===== config.mk =====
export PLATFORM = sky130hd
export DESIGN_NAME = first_fit_block_allocator_flat
export DESIGN_NICKNAME = d
export VERILOG_FILES = /design/src/hdl/ffba_pkg.sv /design/src/hdl/ffba_if.sv /design/src/hdl/ffba_alloc_table.sv /design/src/hdl/first_fit_block_allocator.sv /design/src/flat_wrapper.sv
export SDC_FILE = /design/constraint.sdc
export NUM_CORES = 2
export LEC_CHECK = 0
export BUFFER_PORTS_ARGS = -buffer_cell sky130_fd_sc_hd__buf_2
export CORE_MARGIN = 2
export CORE_UTILIZATION = 31
export CTS_CLUSTER_SIZE = 25
export DETAILED_ROUTE_END_ITERATION = 16
export GPL_ROUTABILITY_DRIVEN = 0
export GPL_TIMING_DRIVEN = 0
export MAX_ROUTING_LAYER = met4
export PLACE_DENSITY_LB_ADDON = 0.25
export SETUP_SLACK_MARGIN = 0.1
export SLEW_MARGIN = 10
export SYNTH_ARGS = -nofsm -noshare
export SYNTH_HDL_FRONTEND = slang
export SYNTH_SLANG_ARGS = --single-unit

===== constraint.sdc =====
create_clock -name clock -period 6.7 [get_ports clock]
set_input_delay 1.005 -clock clock [delete_from_list [all_inputs] [get_ports clock]]
set_output_delay 1.005 -clock clock [all_outputs]
set_load 0.005 [all_outputs]

===== src/hdl/ffba_pkg.sv =====
package ffba_pkg;

   localparam int MAX_BLOCKS  = 16;
   localparam int MAX_ALLOCS  = 64;
   localparam int SIZE_BITS   = 16;
   localparam int BLOCK_BITS  = $clog2(MAX_BLOCKS);
   localparam int TICKET_BITS = $clog2(MAX_ALLOCS);
   localparam int COUNT_BITS  = $clog2(MAX_BLOCKS + 1);

   typedef logic [1:0]             opcode_type;
   typedef logic [1:0]             status_type;
   typedef logic [SIZE_BITS-1:0]   amount_type;
   typedef logic [TICKET_BITS-1:0] ticket_type;
   typedef logic [BLOCK_BITS-1:0]  block_type;
   typedef logic [COUNT_BITS-1:0]  count_type;

   localparam opcode_type OP_ADD     = 2'd0;
   localparam opcode_type OP_ALLOC   = 2'd1;
   localparam opcode_type OP_RELEASE = 2'd2;
   localparam opcode_type OP_NOP     = 2'd3;

   localparam status_type ST_OK      = 2'd0;
   localparam status_type ST_NO_FIT  = 2'd1;
   localparam status_type ST_UNKNOWN = 2'd2;
   localparam status_type ST_FULL    = 2'd3;

   // control from the sequencer to the allocation record table
   typedef struct packed {
      logic       read;
      logic       set;
      logic       clear;
      ticket_type addr;
      block_type  block;
      amount_type amount;
   } table_ctl_type;

endpackage


===== src/hdl/ffba_if.sv =====
interface ffba_req_if;
   logic                valid;
   logic                ready;
   ffba_pkg::opcode_type opcode;
   ffba_pkg::amount_type amount;
   ffba_pkg::ticket_type ticket_in;

   modport source (output valid, output opcode, output amount, output ticket_in,
                   input ready);
   modport sink   (input valid, input opcode, input amount, input ticket_in,
                   output ready);
endinterface

interface ffba_rsp_if;
   logic                 valid;
   logic                 ready;
   ffba_pkg::status_type status;
   ffba_pkg::ticket_type ticket_out;
   ffba_pkg::block_type  block_index;
   ffba_pkg::amount_type block_left;

   modport source (output valid, output status, output ticket_out, output block_index,
                   output block_left, input ready);
   modport sink   (input valid, input status, input ticket_out, input block_index,
                   input block_left, output ready);
endinterface


===== src/hdl/ffba_alloc_table.sv =====
module ffba_alloc_table (
   input  logic                    clock,
   input  logic                    reset,
   input  ffba_pkg::table_ctl_type ctl,
   input  ffba_pkg::ticket_type    look_addr,
   output logic                    look_valid,
   output ffba_pkg::block_type     rec_block,
   output ffba_pkg::amount_type    rec_amount
);

   logic [ffba_pkg::MAX_ALLOCS-1:0] valid_ff;
   logic [ffba_pkg::MAX_ALLOCS-1:0] valid_in;

   ffba_pkg::block_type  block_mem  [ffba_pkg::MAX_ALLOCS];
   ffba_pkg::amount_type amount_mem [ffba_pkg::MAX_ALLOCS];
   ffba_pkg::block_type  rec_block_ff;
   ffba_pkg::amount_type rec_amount_ff;

   always_comb begin
      valid_in = valid_ff;
      if (ctl.set) begin
         valid_in[ctl.addr] = 1'b1;
      end
      if (ctl.clear) begin
         valid_in[ctl.addr] = 1'b0;
      end
   end

   always_ff @(posedge clock) begin
      if (reset) begin
         valid_ff <= '0;
      end else begin
         valid_ff <= valid_in;
      end
   end

   // record memory, registered read
   always_ff @(posedge clock) begin
      if (ctl.set) begin
         block_mem[ctl.addr]  <= ctl.block;
         amount_mem[ctl.addr] <= ctl.amount;
      end
      if (ctl.read) begin
         rec_block_ff  <= block_mem[ctl.addr];
         rec_amount_ff <= amount_mem[ctl.addr];
      end
   end

   assign look_valid = valid_ff[look_addr];
   assign rec_block  = rec_block_ff;
   assign rec_amount = rec_amount_ff;

endmodule


===== src/hdl/first_fit_block_allocator.sv =====
// first-fit block allocator
// request channel (req_chan) carries opcode, amount and ticket_in; a transaction is
// taken when valid and ready are both high. ready is high only while the sequencer
// is idle, so one operation is worked at a time.
// response channel (rsp_chan) returns exactly one transaction per request: status,
// ticket_out, block_index and block_left, held in an output register.
// steps from request acceptance to the response, by operation:
//   add, no-op and every error found before a walk: straight to the finish state
//   release: record read, capacity read, write back
//   allocate: a walk over the blocks from block zero, 1..16 blocks walked; the
//   capacity memory has one read port, so the walk reads one block per cycle
// a new request is not taken until the last one is through; it is taken in the
// idle cycle after the result moves into the output register, which is the same
// cycle in which that response can be taken at the earliest.
// if the receiver stalls, the finished result waits in the sequencer until the
// output register frees up; a new request can be taken while the output waits.
// reset (synchronous, active high) empties the block list, clears all live
// tickets and restarts ticket numbering at zero; no memory clearing pass needed.
module first_fit_block_allocator (
   input  logic       clock,
   input  logic       reset,
   ffba_req_if.sink   req_chan,
   ffba_rsp_if.source rsp_chan
);

   localparam logic [2:0] S_IDLE    = 3'd0;
   localparam logic [2:0] S_SCAN    = 3'd1;
   localparam logic [2:0] S_REL_REC = 3'd2;
   localparam logic [2:0] S_REL_CAP = 3'd3;
   localparam logic [2:0] S_FINISH  = 3'd4;

   // control state
   logic [2:0]           state_ff,       state_in;
   ffba_pkg::count_type  block_count_ff, block_count_in;
   ffba_pkg::ticket_type next_ticket_ff, next_ticket_in;
   ffba_pkg::count_type  issue_ff,       issue_in;
   logic                 rsp_valid_ff,   rsp_valid_in;

   // operation payload
   ffba_pkg::amount_type amount_ff,  amount_in;
   ffba_pkg::ticket_type ticket_ff,  ticket_in;
   ffba_pkg::block_type  cmp_idx_ff, cmp_idx_in;

   // finished result, waiting for the output register
   ffba_pkg::status_type res_status_ff, res_status_in;
   ffba_pkg::ticket_type res_ticket_ff, res_ticket_in;
   ffba_pkg::block_type  res_block_ff,  res_block_in;
   ffba_pkg::amount_type res_left_ff,   res_left_in;

   // output register
   ffba_pkg::status_type rsp_status_ff, rsp_status_in;
   ffba_pkg::ticket_type rsp_ticket_ff, rsp_ticket_in;
   ffba_pkg::block_type  rsp_block_ff,  rsp_block_in;
   ffba_pkg::amount_type rsp_left_ff,   rsp_left_in;

   // block capacity memory, one write and one registered read per cycle
   ffba_pkg::amount_type cap_mem [ffba_pkg::MAX_BLOCKS];
   ffba_pkg::amount_type cap_rdata_ff;
   ffba_pkg::block_type  cap_raddr;
   logic                 cap_we;
   ffba_pkg::block_type  cap_waddr;
   ffba_pkg::amount_type cap_wdata;

   // allocation record table
   ffba_pkg::table_ctl_type tbl_ctl;
   ffba_pkg::ticket_type    look_addr;
   logic                    look_valid;
   ffba_pkg::block_type     rec_block;
   ffba_pkg::amount_type    rec_amount;

   logic                       accept;
   logic                       out_free;
   logic                       fit;
   ffba_pkg::amount_type       fit_left;
   logic [ffba_pkg::SIZE_BITS:0] rel_sum;
   ffba_pkg::amount_type       rel_left;

   ffba_alloc_table u_table (
      .clock      (clock),
      .reset      (reset),
      .ctl        (tbl_ctl),
      .look_addr  (look_addr),
      .look_valid (look_valid),
      .rec_block  (rec_block),
      .rec_amount (rec_amount)
   );

   assign req_chan.ready = (state_ff == S_IDLE);
   assign accept         = req_chan.valid && req_chan.ready;
   assign out_free       = !rsp_valid_ff || rsp_chan.ready;

   // release looks up the named ticket, allocate checks the next ticket slot
   assign look_addr = (req_chan.opcode == ffba_pkg::OP_RELEASE) ? req_chan.ticket_in
                                                                : next_ticket_ff;

   // first-fit compare against the block read in the previous cycle
   assign fit      = (amount_ff <= cap_rdata_ff);
   assign fit_left = cap_rdata_ff - amount_ff;

   // credit with saturation at the top of the size range
   assign rel_sum  = {1'b0, cap_rdata_ff} + {1'b0, rec_amount};
   assign rel_left = rel_sum[ffba_pkg::SIZE_BITS] ? '1 : rel_sum[ffba_pkg::SIZE_BITS-1:0];

   always_comb begin
      state_in       = state_ff;
      block_count_in = block_count_ff;
      next_ticket_in = next_ticket_ff;
      issue_in       = issue_ff;
      amount_in      = amount_ff;
      ticket_in      = ticket_ff;
      cmp_idx_in     = cmp_idx_ff;
      res_status_in  = res_status_ff;
      res_ticket_in  = res_ticket_ff;
      res_block_in   = res_block_ff;
      res_left_in    = res_left_ff;
      rsp_valid_in   = rsp_valid_ff && !rsp_chan.ready;
      rsp_status_in  = rsp_status_ff;
      rsp_ticket_in  = rsp_ticket_ff;
      rsp_block_in   = rsp_block_ff;
      rsp_left_in    = rsp_left_ff;

      cap_raddr      = '0;
      cap_we         = 1'b0;
      cap_waddr      = block_count_ff[ffba_pkg::BLOCK_BITS-1:0];
      cap_wdata      = req_chan.amount;

      tbl_ctl        = '0;
      tbl_ctl.addr   = look_addr;

      unique case (state_ff)
         S_IDLE: begin
            if (accept) begin
               amount_in     = req_chan.amount;
               ticket_in     = req_chan.ticket_in;
               res_status_in = ffba_pkg::ST_OK;
               res_ticket_in = '0;
               res_block_in  = '0;
               res_left_in   = '0;
               state_in      = S_FINISH;
               unique case (req_chan.opcode)
                  ffba_pkg::OP_ADD: begin
                     if (block_count_ff == ffba_pkg::count_type'(ffba_pkg::MAX_BLOCKS)) begin
                        res_status_in = ffba_pkg::ST_FULL;
                     end else begin
                        cap_we         = 1'b1;
                        res_block_in   = block_count_ff[ffba_pkg::BLOCK_BITS-1:0];
                        res_left_in    = req_chan.amount;
                        block_count_in = block_count_ff + 1'b1;
                     end
                  end
                  ffba_pkg::OP_ALLOC: begin
                     if (look_valid) begin
                        // ticket slot still live
                        res_status_in = ffba_pkg::ST_FULL;
                        res_ticket_in = next_ticket_ff;
                     end else if (block_count_ff == '0) begin
                        res_status_in = ffba_pkg::ST_NO_FIT;
                     end else begin
                        // start the walk at block zero
                        cap_raddr  = '0;
                        cmp_idx_in = '0;
                        issue_in   = ffba_pkg::count_type'(1);
                        state_in   = S_SCAN;
                     end
                  end
                  ffba_pkg::OP_RELEASE: begin
                     if (!look_valid) begin
                        res_status_in = ffba_pkg::ST_UNKNOWN;
                        res_ticket_in = req_chan.ticket_in;
                     end else begin
                        tbl_ctl.read  = 1'b1;
                        tbl_ctl.clear = 1'b1;
                        state_in      = S_REL_REC;
                     end
                  end
                  default: begin
                     // no-op: all-zero ok result
                  end
               endcase
            end
         end

         S_SCAN: begin
            if (fit) begin
               cap_we         = 1'b1;
               cap_waddr      = cmp_idx_ff;
               cap_wdata      = fit_left;
               tbl_ctl.set    = 1'b1;
               tbl_ctl.addr   = next_ticket_ff;
               tbl_ctl.block  = cmp_idx_ff;
               tbl_ctl.amount = amount_ff;
               next_ticket_in = (next_ticket_ff ==
                                 ffba_pkg::ticket_type'(ffba_pkg::MAX_ALLOCS - 1)) ?
                                '0 : next_ticket_ff + 1'b1;
               res_status_in  = ffba_pkg::ST_OK;
               res_ticket_in  = next_ticket_ff;
               res_block_in   = cmp_idx_ff;
               res_left_in    = fit_left;
               state_in       = S_FINISH;
            end else if (issue_ff == block_count_ff) begin
               res_status_in = ffba_pkg::ST_NO_FIT;
               state_in      = S_FINISH;
            end else begin
               // read the next block while this one was compared
               cap_raddr  = issue_ff[ffba_pkg::BLOCK_BITS-1:0];
               cmp_idx_in = issue_ff[ffba_pkg::BLOCK_BITS-1:0];
               issue_in   = issue_ff + 1'b1;
            end
         end

         S_REL_REC: begin
            cap_raddr = rec_block;
            state_in  = S_REL_CAP;
         end

         S_REL_CAP: begin
            cap_we        = 1'b1;
            cap_waddr     = rec_block;
            cap_wdata     = rel_left;
            res_status_in = ffba_pkg::ST_OK;
            res_ticket_in = ticket_ff;
            res_block_in  = rec_block;
            res_left_in   = rel_left;
            state_in      = S_FINISH;
         end

         S_FINISH: begin
            if (out_free) begin
               rsp_valid_in  = 1'b1;
               rsp_status_in = res_status_ff;
               rsp_ticket_in = res_ticket_ff;
               rsp_block_in  = res_block_ff;
               rsp_left_in   = res_left_ff;
               state_in      = S_IDLE;
            end
         end

         default: begin
            state_in = S_IDLE;
         end
      endcase
   end

   always_ff @(posedge clock) begin
      if (reset) begin
         state_ff       <= S_IDLE;
         block_count_ff <= '0;
         next_ticket_ff <= '0;
         issue_ff       <= '0;
         rsp_valid_ff   <= 1'b0;
      end else begin
         state_ff       <= state_in;
         block_count_ff <= block_count_in;
         next_ticket_ff <= next_ticket_in;
         issue_ff       <= issue_in;
         rsp_valid_ff   <= rsp_valid_in;
      end
   end

   always_ff @(posedge clock) begin
      amount_ff     <= amount_in;
      ticket_ff     <= ticket_in;
      cmp_idx_ff    <= cmp_idx_in;
      res_status_ff <= res_status_in;
      res_ticket_ff <= res_ticket_in;
      res_block_ff  <= res_block_in;
      res_left_ff   <= res_left_in;
      rsp_status_ff <= rsp_status_in;
      rsp_ticket_ff <= rsp_ticket_in;
      rsp_block_ff  <= rsp_block_in;
      rsp_left_ff   <= rsp_left_in;
   end

   // capacity memory; a read that shares a cycle with a write to the same entry
   // is never used, because the sequencer writes only at the end of an operation
   always_ff @(posedge clock) begin
      if (cap_we) begin
         cap_mem[cap_waddr] <= cap_wdata;
      end
      cap_rdata_ff <= cap_mem[cap_raddr];
   end

   assign rsp_chan.valid       = rsp_valid_ff;
   assign rsp_chan.status      = rsp_status_ff;
   assign rsp_chan.ticket_out  = rsp_ticket_ff;
   assign rsp_chan.block_index = rsp_block_ff;
   assign rsp_chan.block_left  = rsp_left_ff;

   // block list never grows past its capacity
   a_count_bound: assert property (@(posedge clock) disable iff (reset)
      block_count_ff <= ffba_pkg::count_type'(ffba_pkg::MAX_BLOCKS))
      else $error("block count above table size");

   // the walk never reads past the filled part of the block list
   a_scan_range: assert property (@(posedge clock) disable iff (reset)
      (state_ff == S_SCAN) |-> (issue_ff != '0 && issue_ff <= block_count_ff))
      else $error("scan index outside block list");

   // a release of a live ticket goes on to read its record
   a_release_path: assert property (@(posedge clock) disable iff (reset)
      (accept && req_chan.opcode == ffba_pkg::OP_RELEASE && look_valid)
      |=> (state_ff == S_REL_REC))
      else $error("live release did not read its record");

   // a granted allocation advances the ticket counter by one
   a_ticket_step: assert property (@(posedge clock) disable iff (reset)
      (state_ff == S_SCAN && fit) |=> (next_ticket_ff != $past(next_ticket_ff)))
      else $error("ticket counter did not advance");

endmodule


===== src/flat_wrapper.sv =====
// flat-port wrapper written by rule: the top's interface ports become plain ports
module first_fit_block_allocator_flat 
  (clock, reset, req_chan_valid, req_chan_opcode, req_chan_amount, req_chan_ticket_in, req_chan_ready, rsp_chan_valid, rsp_chan_status, rsp_chan_ticket_out, rsp_chan_block_index, rsp_chan_block_left, rsp_chan_ready);
  ffba_req_if req_chan_i ();
  ffba_rsp_if rsp_chan_i ();
  input  logic clock;
  input  logic reset;
  input wire logic [$bits(req_chan_i.valid)-1:0] req_chan_valid;
  input wire logic [$bits(req_chan_i.opcode)-1:0] req_chan_opcode;
  input wire logic [$bits(req_chan_i.amount)-1:0] req_chan_amount;
  input wire logic [$bits(req_chan_i.ticket_in)-1:0] req_chan_ticket_in;
  output wire logic [$bits(req_chan_i.ready)-1:0] req_chan_ready;
  output wire logic [$bits(rsp_chan_i.valid)-1:0] rsp_chan_valid;
  output wire logic [$bits(rsp_chan_i.status)-1:0] rsp_chan_status;
  output wire logic [$bits(rsp_chan_i.ticket_out)-1:0] rsp_chan_ticket_out;
  output wire logic [$bits(rsp_chan_i.block_index)-1:0] rsp_chan_block_index;
  output wire logic [$bits(rsp_chan_i.block_left)-1:0] rsp_chan_block_left;
  input wire logic [$bits(rsp_chan_i.ready)-1:0] rsp_chan_ready;
  assign req_chan_i.valid = req_chan_valid;
  assign req_chan_i.opcode = req_chan_opcode;
  assign req_chan_i.amount = req_chan_amount;
  assign req_chan_i.ticket_in = req_chan_ticket_in;
  assign req_chan_ready = req_chan_i.ready;
  assign rsp_chan_valid = rsp_chan_i.valid;
  assign rsp_chan_status = rsp_chan_i.status;
  assign rsp_chan_ticket_out = rsp_chan_i.ticket_out;
  assign rsp_chan_block_index = rsp_chan_i.block_index;
  assign rsp_chan_block_left = rsp_chan_i.block_left;
  assign rsp_chan_i.ready = rsp_chan_ready;
  first_fit_block_allocator u_core (.clock(clock), .reset(reset), .req_chan(req_chan_i), .rsp_chan(rsp_chan_i));
endmodule

After elaboration in Yosys (flattened, before gate mapping)
Memory sizes are Yosys's and may differ from the RTL's. A register that Yosys moved wholly into a read port is not among the register bits.
Index checks and enable logic that the tools add are counted.
{"block": "word_totals", "ff_bits": 166, "memories": 3, "ram_bits": 1536, "mem_bits_ro": 0, "word_cells": 152, "latchBits": 0}
{"block": "classes", "n_mux": 82, "shifts": 0, "n_bitwise": 4, "multipliers": 0, "reduce_logical": 19, "magnitude_cmp": 4, "eq_ne": 18, "div_mod_pow": 0, "add_sub_neg": 5}
{"memory": "u_core.u_table.amount_mem", "words": 64, "word_bits": 16, "rd": 1, "rd_ports_with_merged_regs": 1, "wr": 1, "line_no": "ffba_alloc_table.sv:15", "text": "ffba_pkg::amount_type amount_mem [ffba_pkg::MAX_ALLOCS];"}
{"memory": "u_core.cap_mem", "words": 16, "word_bits": 16, "rd": 1, "rd_ports_with_merged_regs": 1, "wr": 1, "line_no": "first_fit_block_allocator.sv:57", "text": "ffba_pkg::amount_type cap_mem [ffba_pkg::MAX_BLOCKS];"}
{"memory": "u_core.u_table.block_mem", "words": 64, "word_bits": 4, "rd": 1, "rd_ports_with_merged_regs": 1, "wr": 1, "line_no": "ffba_alloc_table.sv:14", "text": "ffba_pkg::block_type block_mem [ffba_pkg::MAX_ALLOCS];"}
{"cell": "2-to-1 mux 64 bit", "n": 2}
{"cell": "2-to-1 mux 16 bit", "n": 6}
{"cell": "AND 64 bit", "n": 1}
{"cell": "inverter 64 bit", "n": 1}
{"cell": "bitwise OR 64 bit", "n": 1}
{"cell": "2-to-1 mux 26 bit", "n": 2}
{"cell": "2-to-1 mux 4 bit", "n": 13}
{"cell": "one-hot mux 16 bit (3 select lines)", "n": 1}
{"cell": "2-to-1 mux 6 bit", "n": 6}
{"cell": "one-hot mux 16 bit (2 select lines)", "n": 1}
{"cell": "2-to-1 mux 5 bit", "n": 6}
{"cell": "one-hot mux 4 bit (2 select lines)", "n": 3}
{"cell": "2-to-1 mux 3 bit", "n": 7}
{"cell": "2-to-1 mux 1 bit", "n": 18}
{"cell": "one-hot mux 6 bit (3 select lines)", "n": 1}
{"cell": "adder 16 x 16 -> 17 bit", "n": 1}
{"cell": "<= comparator 16 bit", "n": 1}
{"cell": "subtractor 16 bit", "n": 1}
{"cell": "one-hot mux 3 bit (5 select lines)", "n": 1}
{"cell": "less-than comparator 6 x 7 -> 1 bit, second input constant", "n": 2}
{"cell": "2-to-1 mux 2 bit", "n": 6}
{"cell": "inequality test 2 bit, second input constant", "n": 6}
{"cell": "one-hot mux 2 bit (3 select lines)", "n": 2}
{"cell": "one-hot mux 4 bit (3 select lines)", "n": 1}
{"cell": "other kinds (32)", "n": 42}

Depth between registers and ports, before layout
{"block": "logic_depth", "word_depth": 12, "mapped_depth": 18, "mapped_depth_nobuf": 14}

Cells and area by module
Synthesis repeated with hierarchy kept, for this count alone.
{"block": "hier_totals", "hier_cells": 4202, "area_unflattened_um2": 69585.5}
{"module": "ffba_alloc_table", "seq_area_each_um2": 40318.7, "area_each_um2": 52615.5, "cells_per_inst": 2925, "n_inst": 1}
{"module": "first_fit_block_allocator", "seq_area_each_um2": 10870.4, "area_each_um2": 16970.0, "cells_per_inst": 1277, "n_inst": 1}

Least setup slack after synthesis
Ideal clock, no wire load.
{"block": "synth_timing", "path_kind": "input -> register", "from": "input req_chan_opcode[0]", "to": "memory u_core.u_table.amount_mem[54][0] in the netlist's numbering (enable)", "required_time_ps": 6278, "setup_time_ps": 422, "t_arrival_ps": 4302, "path_slack_ps": 1976, "cell_stages": 11, "cell_sequence": "inv_1 > ha_1 > buf_2 > mux2i_1 > buf_2 > nand2_1 > o21ai_0 > nand2_1 > clkbuf_1 > buf_1 > nor3_1"}
{"block": "synth_between", "elab_chain_cells": 4}
{"item": "start, declared", "line_no": "flat_wrapper.sv:9", "text": "input wire logic [$bits(req_chan_i.opcode)-1:0] req_chan_opcode;"}
{"item": "== test 2 bit (*)", "line_no": "first_fit_block_allocator.sv:93", "text": "assign look_addr = (req_chan.opcode == ffba_pkg::OP_RELEASE) ? req_chan.ticket_in"}
{"item": "2-to-1 mux 6 bit (*)", "line_no": "first_fit_block_allocator.sv:93"}
{"item": "2-to-1 mux 26 bit", "line_no": "first_fit_block_allocator.sv:184", "text": "if (fit) begin"}
{"item": "2-to-1 mux 26 bit (*)", "line_no": "first_fit_block_allocator.sv:130", "text": "unique case (state_ff)"}
{"item": "end, declared", "line_no": "ffba_alloc_table.sv:15"}
Every way passes the cells marked *; elsewhere a longest branch is shown, timed or not.

Worst setup path in the final report
{"block": "layout_timing", "from": "register u_core.amount_ff[13]", "to": "register u_core.u_table.rec_amount_ff[5], in the netlist u_core.u_table.rec_amount[5], read port of u_core.u_table.amount_mem, data pin"}
{"block": "layout_between", "elab_chain_cells": 3}
{"item": "start, declared", "line_no": "first_fit_block_allocator.sv:40", "text": "ffba_pkg::amount_type amount_ff, amount_in;"}
{"item": "start signal, assigned", "line_no": "first_fit_block_allocator.sv:261", "text": "amount_ff <= amount_in;"}
{"item": "<= comparator 16 bit", "line_no": "first_fit_block_allocator.sv:97", "text": "assign fit = (amount_ff <= cap_rdata_ff);"}
{"item": "2-to-1 mux 26 bit", "line_no": "first_fit_block_allocator.sv:184"}
{"item": "2-to-1 mux 26 bit", "line_no": "first_fit_block_allocator.sv:130"}
{"item": "end, declared", "line_no": "ffba_alloc_table.sv:17", "text": "ffba_pkg::amount_type rec_amount_ff;"}
Every way passes these cells.
A chain may end at the register's enable or synchronous reset.

==> reports/qor.yml <==
yosys-top-cells-area: "edfxtp_1 72%, mux2i_1 3.9%, nor2b_1 3.0%"
dpl.hpwl_um: 157000
cts_tree: "built"
hold_viol: 0
synthDistinctLibCells: 82
path_class: "reg2reg"
die-area_mm2: 0.224
grt_util_all_layers_pct: 20.2
switchingPower_w: 0.00498
area_growth_pct: 18.6
die_x_um: 474
hp-class: "in2reg"
drt_wl_total_um: 225000
dp_cells: 7275
nets: 4656
power_frac_comb_pct: 4.0
ys.warnings.count: 0
grt_pass1_wl_um: 310000
htreeDepth: 4
power_frac_seq_pct: 52.6
hold_buffers: 0
grt_pass1_vias: 38916
drtIter0Drc: 5978
fin_area_mm2: 0.0811
synth-main-ff-cell: "edfxtp_1"
status: "finished, final reports clean"
synth_top_area_share_pct: 72.0
setup_viol: 0
cts_root_buf: "clkbuf_16"
yosys.area.top_type: "edfxtp_1"
worst_slew_pin_slew_ns: 1.38
syn_nets: 4277
grt_max_degree: 66
async_flop_share_pct: 0
drc_errors: 0
drv_slew: 0
switching_share_pct: 22.1
tns_ns: 0
fin_hold_ws_ns: 0.388
final.period_utilization_pct: 99.0
numClockSinks: 1738
io_pins: 58
fin_worst_skew_ns: 0.0481
synth_seq_cells: 1738
synth_edf_count: 1638
required_ns: 7.14
rsz0062_at_grt: "yes"
synthCells: 4207
die_h_um: 474
period_needed_ns: 6.63
avgViaCountPerCell: 5.42
fp.coreArea_mm2: 0.220
postCtsSetupBuffers: 0
num_vias: 41244
yosysSeqAreaShare_pct: 74.9
max-slew-margin-rel_pct: 5.65
drive_gt1_share_pct: 15.6
grt_overflow: 0
placed_area_mm2: 0.0753
synthesis.area_mm2: 0.0684
irDropWorstVdd_mv: 0.181
synth.avg_cell_area_um2: 16.2
power.internal_w: 0.0175
clkPwrFrac_pct: 43.4
endpoint_kind: "register"
crit_arrival_ns: 7.08
numPortBuffers: 56
stdcell_count: 7613
wl_per_cell_um: 29.6
dr.pass1.iters: 9
cap_violations: 0
rows: 172
cp_max_fo: 10
cts_buffer_depth: 3
antenna_found_initial: 11
ant_nets: 0
path_clk_slew_ns: 0.06
cellPowerDensity_mw_per_mm2: 277
clock_latency_ns: 0.86
max_freq_mhz: 151
p_leak_nw: 26.7
crit_path_start_kind: "register"
initial_core_util_pct: 31.1
cts_buffers: 180
[Yosys cell counts, types with 5 or more instances]
master and n:
a21o_1 9, nand2_1 246, xor2_1 14, o211ai_1 5, and2_0 16, o31ai_1 7
nor4_1 40, a222oi_1 161, a2111oi_1 9, edfxtp_1 1638, a211oi_1 48, and2_4 7
inv_1 35, xnor2_1 24, a22oi_1 11, buf_6 12, dfxtp_1 100, mux4_2 16
o22ai_1 5, buf_1 14, o21ai_0 32, a21oi_1 57, a221o_1 20, nand3_1 15
a311oi_1 20, nor2_1 186, a2111oi_2 47, clkbuf_1 151, a221oi_1 5, buf_2 63
and2_1 153, mux2i_1 267, a2111oi_0 103, nor2b_1 333, nand2b_1 12, nor3_1 29
nand4_1 7, a31oi_1 171, ha_1 40, o21a_1 10
[routing by layer]
| layer | part of all wire (%) | wire [um] | track usage, % |
|---|---|---|---|
| met1 | 42 | 94400 | 27.6 |
| met3 | 9.7 | 21800 | 4.10 |
| met4 | 3.6 | 8020 | 6.58 |
| met5 | 0 | 0 | - |
| met2 | 45 | 101000 | 30.2 |
[state kept, by name, summed over array words and instances (netlist names), 6 cells and up]
| register | flops |
|---|---|
| u_core.rsp_chan.ticket_out | 6 |
| u_core.ticket_ff | 6 |
| u_core.next_ticket_ff | 6 |
| u_core.u_table.rec_amount | 16 |
| u_core.res_left_ff | 16 |
| u_core.res_ticket_ff | 6 |
| u_core.cap_mem | 256 |
| u_core.amount_ff | 16 |
| u_core.u_table.block_mem | 256 |
| u_core.u_table.amount_mem | 1024 |
| u_core.cap_rdata_ff | 16 |
| u_core.u_table.valid_ff | 64 |
| u_core.rsp_chan.block_left | 16 |
[stage by stage]
step,total power [W],worst slack (ns),utilization [%]
after detailed placement,0.0129,-0.216,34.3
after floorplan,0.0125,1.98,-
final,0.0225,0.0654,36.9
after global placement,0.0129,-1.85,32.9
after CTS,0.0226,0.136,36.9
after global routing,0.0231,0.0173,36.9
[cells in the final DEF (no fill, tap or decap), types with 35 or more instances in the layout]
master | netlist | routed
a21oi_1 | 57 | 51
a31oi_1 | 171 | 169
clkbuf_16 | 0 | 181
nand2_1 | 246 | 246
a2111oi_0 | 103 | 100
ha_1 | 40 | 40
buf_2 | 63 | 119
edfxtp_1 | 1638 | 1638
clkbuf_1 | 151 | 205
nor2_4 | 0 | 63
inv_1 | 35 | 35
buf_12 | 0 | 48
buf_4 | 1 | 37
and2_1 | 153 | 148
nor2_1 | 186 | 107
nor2b_1 | 333 | 333
dfxtp_1 | 100 | 100
mux2i_1 | 267 | 267
clkinv_1 | 0 | 37
a2111oi_2 | 47 | 47
a211oi_1 | 48 | 48
a222oi_1 | 161 | 161
[cell families (layout without fill, tap and decap cells)]
| group | Yosys count | in the layout | share of synthesized area, % |
|---|---|---|---|
| compound gates | 755 | 755 | 9.29 |
| buf+inv | 279 | 810 | 1.79 |
| simple gates | 1066 | 1066 | 8.22 |
| mux | 289 | 289 | 4.54 |
| other cells | 0 | 4 | 0 |
| xor+xnor | 38 | 38 | 0.487 |
| fa+ha+maj | 42 | 42 | 0.791 |
| flops | 1738 | 1738 | 74.9 |
[final timing paths]
check / endpoint / slack (ns) / cells after the start / startpoint
worst min-delay path: u_core.amount_ff[13] / 0.39 / 1 / req_chan_amount[13]
worst min register to register: u_core.rsp_chan.block_index[2] / 0.42 / 0 / u_core.res_block_ff[2]
worst max register to register: u_core.u_table.rec_amount[5] / 0.07 / 15 / u_core.amount_ff[13]
worst max-delay path: u_core.u_table.rec_amount[5] / 0.07 / 15 / u_core.amount_ff[13]
[worst max-delay path, cell delays in order (launching register included)]
cell and delay (ns):
edfxtp_1 0.37, inv_1 0.20, ha_1 0.32, a21o_1 0.21
a31o_4 0.29, nor4_4 0.37, a211o_1 0.18, buf_2 0.52
o41a_2 0.50, buf_6 0.33, clkbuf_2 0.38, nor2b_1 0.08
a2111oi_0 0.74, a31oi_1 0.44, nor4_1 0.84, nand2_1 0.43
[timing repair]
action	CTS	global route
cloned	0	0
gates resized for setup	7	20
endpoints found under the setup margin	8	14
[power by group through the flow]
stage               clock network, W  logic [W]  registers (W)
finish                       0.00976   0.000896         0.0118
global route                  0.0103   0.000937         0.0118
CTS                          0.00991   0.000883         0.0118
detailed placement                 0   0.000876         0.0121
global placement                   0   0.000835         0.0121
floorplan                          0   0.000449         0.0121
[layout make-up]
cell class	count	area, um^2
plain buffers	243	1100
repair buffers	197	2630
clock buffers	244	4810
fillers	20551	138000
multi-input cells	2190	16700
well taps	2871	3590
inverters	36	135
flip-flops and latches	1738	51200
diodes	4	10.0
clock inverters	90	910
(Power assumes the default switching activity.)
